### src/sv/avsfd_pkg.sv
// ----------------------------------------------------------------------------
// avsfd_pkg
// Shared types, constants and helpers for the A/V sync frame delay block.
// ----------------------------------------------------------------------------
package avsfd_pkg;

   localparam int TIME_WIDTH = 48;
   localparam int INT_W      = 66;

   localparam int COEFF_FRAC_BITS_DEF  = 16;
   localparam int FACTOR_FRAC_BITS_DEF = 24;

   localparam int CSR_INDEX_W = 2;
   localparam int CSR_DATA_W  = 32;
   localparam int THR_W       = 32;
   localparam int COEFF_W     = 16;
   localparam int CNT_W       = 5;

   localparam logic [THR_W-1:0]   THR_RESET   = THR_W'(10000);
   localparam logic [COEFF_W-1:0] COEFF_RESET = COEFF_W'(6554);

   localparam logic signed [63:0] S64_MAX = {1'b0, {63{1'b1}}};
   localparam logic signed [63:0] S64_MIN = {1'b1, {63{1'b0}}};

   typedef enum logic [1:0] {
      OP_SET_AUDIO   = 2'd0,
      OP_START_CYCLE = 2'd1,
      OP_FRAME_DELAY = 2'd2,
      OP_UNUSED      = 2'd3
   } opcode_type;

   typedef enum logic [CSR_INDEX_W-1:0] {
      CSR_SYNC_THRESHOLD   = 2'd0,
      CSR_CORRECTION_COEFF = 2'd1
   } csr_index_type;

   typedef struct packed {
      logic [1:0]                   opcode;
      logic signed [TIME_WIDTH-1:0] pts_us;
      logic [TIME_WIDTH-1:0]        now_us;
   } req_type;

   typedef struct packed {
      logic signed [TIME_WIDTH-1:0] delay_us;
      logic                         skip_frame;
   } rsp_type;

   typedef enum logic [3:0] {
      S_IDLE,
      S_MAG,
      S_THR,
      S_DIGIT,
      S_POW_LO,
      S_POW_HI,
      S_POW_DRAIN,
      S_POW_COMMIT,
      S_FAC,
      S_FIN,
      S_FIN_DRAIN,
      S_CORR,
      S_SUM,
      S_ELAPSED,
      S_RESULT
   } ctrl_state_type;

   typedef enum logic [3:0] {
      DP_NOP,
      DP_MAG,
      DP_PASS,
      DP_DIGIT,
      DP_POW_INIT,
      DP_POW_COMMIT,
      DP_FAC,
      DP_CORR,
      DP_SUM,
      DP_ELAPSED,
      DP_RESULT
   } dp_op_type;

   typedef struct packed {
      logic       take;
      dp_op_type  op;
      logic       mul_clear;
      logic       mul_issue;
      logic       mul_final;
      logic [1:0] mul_sel;
   } dp_cmd_type;

   typedef struct packed {
      logic mag_above;
      logic digit_more;
      logic cnt_last;
      logic out_free;
   } dp_status_type;

   // saturate a wide signed value to 64 bits
   function automatic logic signed [63:0] sat64(input logic signed [INT_W-1:0] v);
      if (&v[INT_W-1:63] || ~|v[INT_W-1:63]) begin
         return v[63:0];
      end else if (v[INT_W-1]) begin
         return S64_MIN;
      end else begin
         return S64_MAX;
      end
   endfunction

   function automatic logic signed [INT_W-1:0] sx64(input logic signed [63:0] v);
      return {{(INT_W-64){v[63]}}, v};
   endfunction

   function automatic logic signed [INT_W-1:0] sxt(input logic signed [TIME_WIDTH-1:0] v);
      return {{(INT_W-TIME_WIDTH){v[TIME_WIDTH-1]}}, v};
   endfunction

   function automatic logic [INT_W-1:0] zxt(input logic [TIME_WIDTH-1:0] v);
      return {{(INT_W-TIME_WIDTH){1'b0}}, v};
   endfunction

   // powers of ten; above the 64-bit range every compare fails
   function automatic logic [63:0] pow10(input logic [CNT_W-1:0] k);
      logic [63:0] r;
      case (k)
         5'd0:  r = 64'd1;
         5'd1:  r = 64'd10;
         5'd2:  r = 64'd100;
         5'd3:  r = 64'd1000;
         5'd4:  r = 64'd10000;
         5'd5:  r = 64'd100000;
         5'd6:  r = 64'd1000000;
         5'd7:  r = 64'd10000000;
         5'd8:  r = 64'd100000000;
         5'd9:  r = 64'd1000000000;
         5'd10: r = 64'd10000000000;
         5'd11: r = 64'd100000000000;
         5'd12: r = 64'd1000000000000;
         5'd13: r = 64'd10000000000000;
         5'd14: r = 64'd100000000000000;
         5'd15: r = 64'd1000000000000000;
         5'd16: r = 64'd10000000000000000;
         5'd17: r = 64'd100000000000000000;
         5'd18: r = 64'd1000000000000000000;
         5'd19: r = 64'd10000000000000000000;
         default: r = '1;
      endcase
      return r;
   endfunction

endpackage

### src/sv/avsfd_ctrl.sv
// ----------------------------------------------------------------------------
// avsfd_ctrl
// Sequencer for the frame delay request: threshold check, digit count,
// power loop on the shared multiplier, final scaling and result.
// ----------------------------------------------------------------------------
module avsfd_ctrl (
   input  logic                   clock,
   input  logic                   reset,
   input  logic                   req_valid,
   input  logic [1:0]             req_opcode,
   output logic                   req_stall,
   input  avsfd_pkg::dp_status_type status,
   output avsfd_pkg::dp_cmd_type    cmd
);
   import avsfd_pkg::*;

   ctrl_state_type state_ff, state_in;
   logic [1:0]     sel_ff, sel_in;

   always_ff @(posedge clock) begin
      if (reset) begin
         state_ff <= S_IDLE;
         sel_ff   <= '0;
      end else begin
         state_ff <= state_in;
         sel_ff   <= sel_in;
      end
   end

   always_comb begin
      state_in      = state_ff;
      sel_in        = sel_ff;
      req_stall     = (state_ff != S_IDLE);
      cmd.take      = 1'b0;
      cmd.op        = DP_NOP;
      cmd.mul_clear = 1'b0;
      cmd.mul_issue = 1'b0;
      cmd.mul_final = 1'b0;
      cmd.mul_sel   = 2'd0;
      unique case (state_ff)
         S_IDLE: begin
            if (req_valid) begin
               cmd.take = 1'b1;
               if (req_opcode == OP_FRAME_DELAY) begin
                  state_in = S_MAG;
               end
            end
         end
         S_MAG: begin
            cmd.op   = DP_MAG;
            state_in = S_THR;
         end
         S_THR: begin
            if (status.mag_above) begin
               state_in = S_DIGIT;
            end else begin
               cmd.op   = DP_PASS;
               state_in = S_SUM;
            end
         end
         S_DIGIT: begin
            if (status.digit_more) begin
               cmd.op = DP_DIGIT;
            end else begin
               cmd.op   = DP_POW_INIT;
               state_in = S_POW_LO;
            end
         end
         S_POW_LO: begin
            cmd.mul_clear = 1'b1;
            cmd.mul_issue = 1'b1;
            cmd.mul_sel   = 2'd0;
            state_in      = S_POW_HI;
         end
         S_POW_HI: begin
            cmd.mul_issue = 1'b1;
            cmd.mul_sel   = 2'd2;
            state_in      = S_POW_DRAIN;
         end
         S_POW_DRAIN: begin
            state_in = S_POW_COMMIT;
         end
         S_POW_COMMIT: begin
            cmd.op   = DP_POW_COMMIT;
            state_in = status.cnt_last ? S_FAC : S_POW_LO;
         end
         S_FAC: begin
            cmd.op   = DP_FAC;
            sel_in   = 2'd0;
            state_in = S_FIN;
         end
         S_FIN: begin
            cmd.mul_clear = (sel_ff == 2'd0);
            cmd.mul_issue = 1'b1;
            cmd.mul_final = 1'b1;
            cmd.mul_sel   = sel_ff;
            sel_in        = sel_ff + 2'd1;
            if (sel_ff == 2'd3) begin
               state_in = S_FIN_DRAIN;
            end
         end
         S_FIN_DRAIN: begin
            state_in = S_CORR;
         end
         S_CORR: begin
            cmd.op   = DP_CORR;
            state_in = S_SUM;
         end
         S_SUM: begin
            cmd.op   = DP_SUM;
            state_in = S_ELAPSED;
         end
         S_ELAPSED: begin
            cmd.op   = DP_ELAPSED;
            state_in = S_RESULT;
         end
         S_RESULT: begin
            if (status.out_free) begin
               cmd.op   = DP_RESULT;
               state_in = S_IDLE;
            end
         end
         default: begin
            state_in = S_IDLE;
         end
      endcase
   end

   a_take_only_idle: assert property (@(posedge clock) disable iff (reset)
      cmd.take |-> state_ff == S_IDLE && !req_stall)
      else $error("request taken while busy");

endmodule

### config.mk
export PLATFORM = sky130hd
export DESIGN_NAME = avsfd_ctrl
export DESIGN_NICKNAME = d
export VERILOG_FILES = /design/src/sv/avsfd_pkg.sv /design/src/sv/avsfd_ctrl.sv
export SDC_FILE = /design/constraint.sdc
export NUM_CORES = 1
export LEC_CHECK = 0
export BUFFER_PORTS_ARGS = -buffer_cell sky130_fd_sc_hd__buf_2
export CAP_MARGIN = 30
export CORE_MARGIN = 3
export CORE_UTILIZATION = 40
export DETAILED_ROUTE_END_ITERATION = 10
export GPL_TIMING_DRIVEN = 0
export SYNTH_ARGS = -nofsm -noshare
export SYNTH_HDL_FRONTEND = slang
export SYNTH_SLANG_ARGS = --single-unit
### constraint.sdc
create_clock -name clock -period 3.2 [get_ports clock]
set_input_delay 0.48 -clock clock [delete_from_list [all_inputs] [get_ports clock]]
set_output_delay 0.48 -clock clock [all_outputs]
set_load 0.02 [all_outputs]
==> results.sh <==
export IMPL_yosys_register_bits=6
export IMPL_antenna_found_initial=0
export IMPL_worst_endpoint_required_ps=2720
export IMPL_cts_hold_buffers=0
export IMPL_grt_pass1_vias=602
export IMPL_clock_skew_ps=4.91
export IMPL_post_cts_resize_count=0
export IMPL_internal_power_uw=220
export IMPL_ios=20
export IMPL_worst_setup_path_type="reg -> out"
export IMPL_pwr_share_seq=0.241
export IMPL_drc_violation_count_after_routing=0
export IMPL_synthesis_nets=106
export IMPL_achievable_frequency_mhz=482
export IMPL_worst_hold_path_endpoint="sel_ff[0]"
export IMPL_n_fill_cell=172
export IMPL_report_final_setup_viol=0
export IMPL_grt_busiest_layer="met2"
export IMPL_timing_final_max_slew_violations=0
export IMPL_critPathCaptureType="output pin"
export IMPL_portion_of_total_power_attributed_to_the_clock_network=0.169
export IMPL_ratio_of_cells_with_drive_above_1_in_the_final_layout=0.282
export IMPL_cts_root_buf="sky130_fd_sc_hd__clkbuf_4"
export IMPL_clk_path_buf_depth=2
export IMPL_stdcell_area_um2=803
export IMPL_max_cap_viol_count=0
export IMPL_min_path_cells=2
export IMPL_io_buffers=19
export IMPL_cts_htree_levels=1
export IMPL_status="finished clean"
export IMPL_synthTopCellsByArea="sky130_fd_sc_hd__dfxtp_1, sky130_fd_sc_hd__buf_6, sky130_fd_sc_hd__nand2_1"
export IMPL_die_width_um=46.8
export IMPL_antenna_cells_inserted=0
export IMPL_reg2reg_from="state_ff[1]"
export IMPL_finish_net_count=130
export IMPL_cts_buffers_inserted=3
export IMPL_met1_track_demand_over_resource_in_global_routing=0.257
export IMPL_yosysWarnings=0
export IMPL_overflow=0
export IMPL_insertion_delay_ps=240
export IMPL_initial_core_util=0.432
export IMPL_final_min_period_over_clock_period=0.649
export IMPL_pre_cts_ws_ps=1390
export IMPL_numClockSinks=6
export IMPL_timing_max_slew_rel_slack=0.699
export IMPL_grt_max_degree=11
export IMPL_post_drt_via_cell_ratio=5.71
export IMPL_worst_endpoint_arrival_ps=1600
export IMPL_synth_yosys_seq_area_share=0.180
export IMPL_post_synth_top_area_fraction=0.180
export IMPL_combPwrFrac=0.590
export IMPL_grt_met2_usage=0.257
export IMPL_routed_wire_length_per_instance_um=12.7
export IMPL_dpl_hpwl_mm=1.25
export IMPL_path_max_fanout=10
export IMPL_multi_input_area_um2=454
export IMPL_timing_worst_slew_pin_value_ps=451
export IMPL_power_leakage_nw=0.355
export IMPL_use_met3=0.0460
export IMPL_setup_repair_after_global_routing_missed_its_margin="no"
export IMPL_path_clk_slew_ps=50
export IMPL_final_setup_tns_ps=0
export IMPL_synthCells=95
export IMPL_design_die_area_um2=2190
export IMPL_synthesis_area_um2=666
export IMPL_grt_pass1_wl_mm=2.82
export IMPL_seq_area_um2=120
export IMPL_p_per_area_nw_per_um2=501
export IMPL_cts_tree="done"
export IMPL_ff2ff_setup_slack_ps=1800
export IMPL_die_height_um=46.8
export IMPL_count_of_nets_left_with_antenna_violations_after_detail_routing=0
export IMPL_p_switching_uw=182
export IMPL_r2r_worst_path_cells=4
export IMPL_layout_min_cycle_time_ps=2080
export IMPL_synth_area_per_cell_um2=7.01
export IMPL_timing_hold_worst_class="in -> reg"
export IMPL_placement_rows=14
export IMPL_postPlaceCellArea_um2=781
export IMPL_min_from="reset"
export IMPL_drt_iter0_markers=20
export IMPL_most_frequent_standard_cell_in_the_layout_excluding_fill_and_tap_cells="sky130_fd_sc_hd__buf_2"
export IMPL_crit_path_start_kind="flop"
export IMPL_synth_top_area_cell="sky130_fd_sc_hd__dfxtp_1"
export IMPL_post_synthesis_to_final_layout_area_growth_pct=20.7
export IMPL_postCtsSetupRepairBufs=0
export IMPL_synth_distinct_cells=39
export IMPL_num_vias=759
export IMPL_worst_r2r_endpoint="state_ff[3]"
export IMPL_ir_drop_mv=0.407
export IMPL_routed_wl_mm=1.69
export IMPL_setup_ws_ps=1120
export IMPL_drtPass1Iterations=4
export IMPL_swShare=0.452
export IMPL_gr_usage_all_layers=0.175
export IMPL_most_common_layout_cells="sky130_fd_sc_hd__buf_2, sky130_fd_sc_hd__nand2_1, sky130_fd_sc_hd__nor2_1"
export IMPL_timing_final_hold_violations=0
export IMPL_core_um2=1540
export IMPL_place_gp_congestion=0.777
==> state kept, by name, summed over array words and instances (netlist names) <==
register	flops
sel_ff	2
state_ff	4
==> metal layers <==
| layer | share of wire | wire (µm) | vias to the layer above |
|---|---|---|---|
| met2 | 0.46 | 770 | 28 |
| met5 | 0 | 0 | - |
| li1 | - | - | 382 |
| met4 | 0.0030 | 5 | 0 |
| met3 | 0.068 | 115 | 2 |
| met1 | 0.47 | 795 | 347 |
==> how the worst max path moves through the flow <==
stage                start  endpoint  depth (start not counted)
2_1_floorplan  state_ff[1]    cmd[7]                          4
5_1_grt        state_ff[1]    cmd[7]                          5
6_report       state_ff[1]    cmd[7]                          5
4_1_cts        state_ff[1]    cmd[7]                          5
3_5_place_dp   state_ff[1]    cmd[7]                          5
3_3_place_gp   state_ff[1]    cmd[7]                          5
==> worst max-delay path: stages, from the launching register on <==
cell and delay [ps]:
sky130_fd_sc_hd__dfxtp_1 360, sky130_fd_sc_hd__buf_6 150, sky130_fd_sc_hd__clkbuf_1 370, sky130_fd_sc_hd__o211ai_1 150
sky130_fd_sc_hd__o21ai_0 140, sky130_fd_sc_hd__buf_2 180
==> area by class of cell <==
| class | count | area share |
|---|---|---|
| flip-flops and latches | 6 | 0.150 |
| repair buffers | 19 | 0.118 |
| multi-input cells | 75 | 0.565 |
| well taps | 16 | 0.0249 |
| plain buffers | 8 | 0.0857 |
| clock buffers | 3 | 0.0280 |
| inverters | 6 | 0.0280 |
==> power groups by stage <==
stage | sequential, mW | combinational (mW) | clock (mW)
finish | 0.0968 | 0.237 | 0.0679
global route | 0.0976 | 0.263 | 0.0791
CTS | 0.0960 | 0.237 | 0.0723
detailed placement | 0.0975 | 0.236 | 0
global placement | 0.0975 | 0.235 | 0
floorplan | 0.0934 | 0.181 | 0
==> synthesized netlist by cell type, drive strengths merged <==
master and n:
xnor2 1, a22oi 1, a21o 1, o22ai 1, nor3 4, and4b 1, dfxtp 6, mux2i 1
o211a 1, nor4bb 1, nand3b 1, or4 1, ha 2, o211ai 1, nor2b 2, o31ai 1
nor2 9, and2 1, clkbuf 1, o32ai 2, a21oi 7, or3 1, nand2b 4, nor4 1
inv 6, o21ai 8, nand2 12, a31oi 1, nand4 1, buf 7, nor3b 3, nand3 4
nor4b 1
==> kinds of logic after synthesis <==
| family | after synthesis | share of synthesized area |
|---|---|---|
| simple gates | 47 | 0.383 |
| fa+ha+maj | 2 | 0.0376 |
| mux | 1 | 0.0150 |
| compound gates | 24 | 0.233 |
| flops | 6 | 0.180 |
| xor+xnor | 1 | 0.0132 |
| buf+inv | 14 | 0.137 |
==> per-stage QoR <==
| stage | hold slack [ps] | power [mW] | cells | util |
|---|---|---|---|---|
| 2_1_floorplan | 465 | 0.275 | 95 | - |
| 4_1_cts | 473 | 0.406 | 133 | 0.521 |
| 6_report | 488 | 0.402 | 133 | 0.521 |
| 3_3_place_gp | 498 | 0.333 | 130 | 0.506 |
| 3_5_place_dp | 493 | 0.334 | 130 | 0.506 |
| 5_1_grt | 478 | 0.440 | 133 | 0.521 |
(Power assumes the default switching activity.)
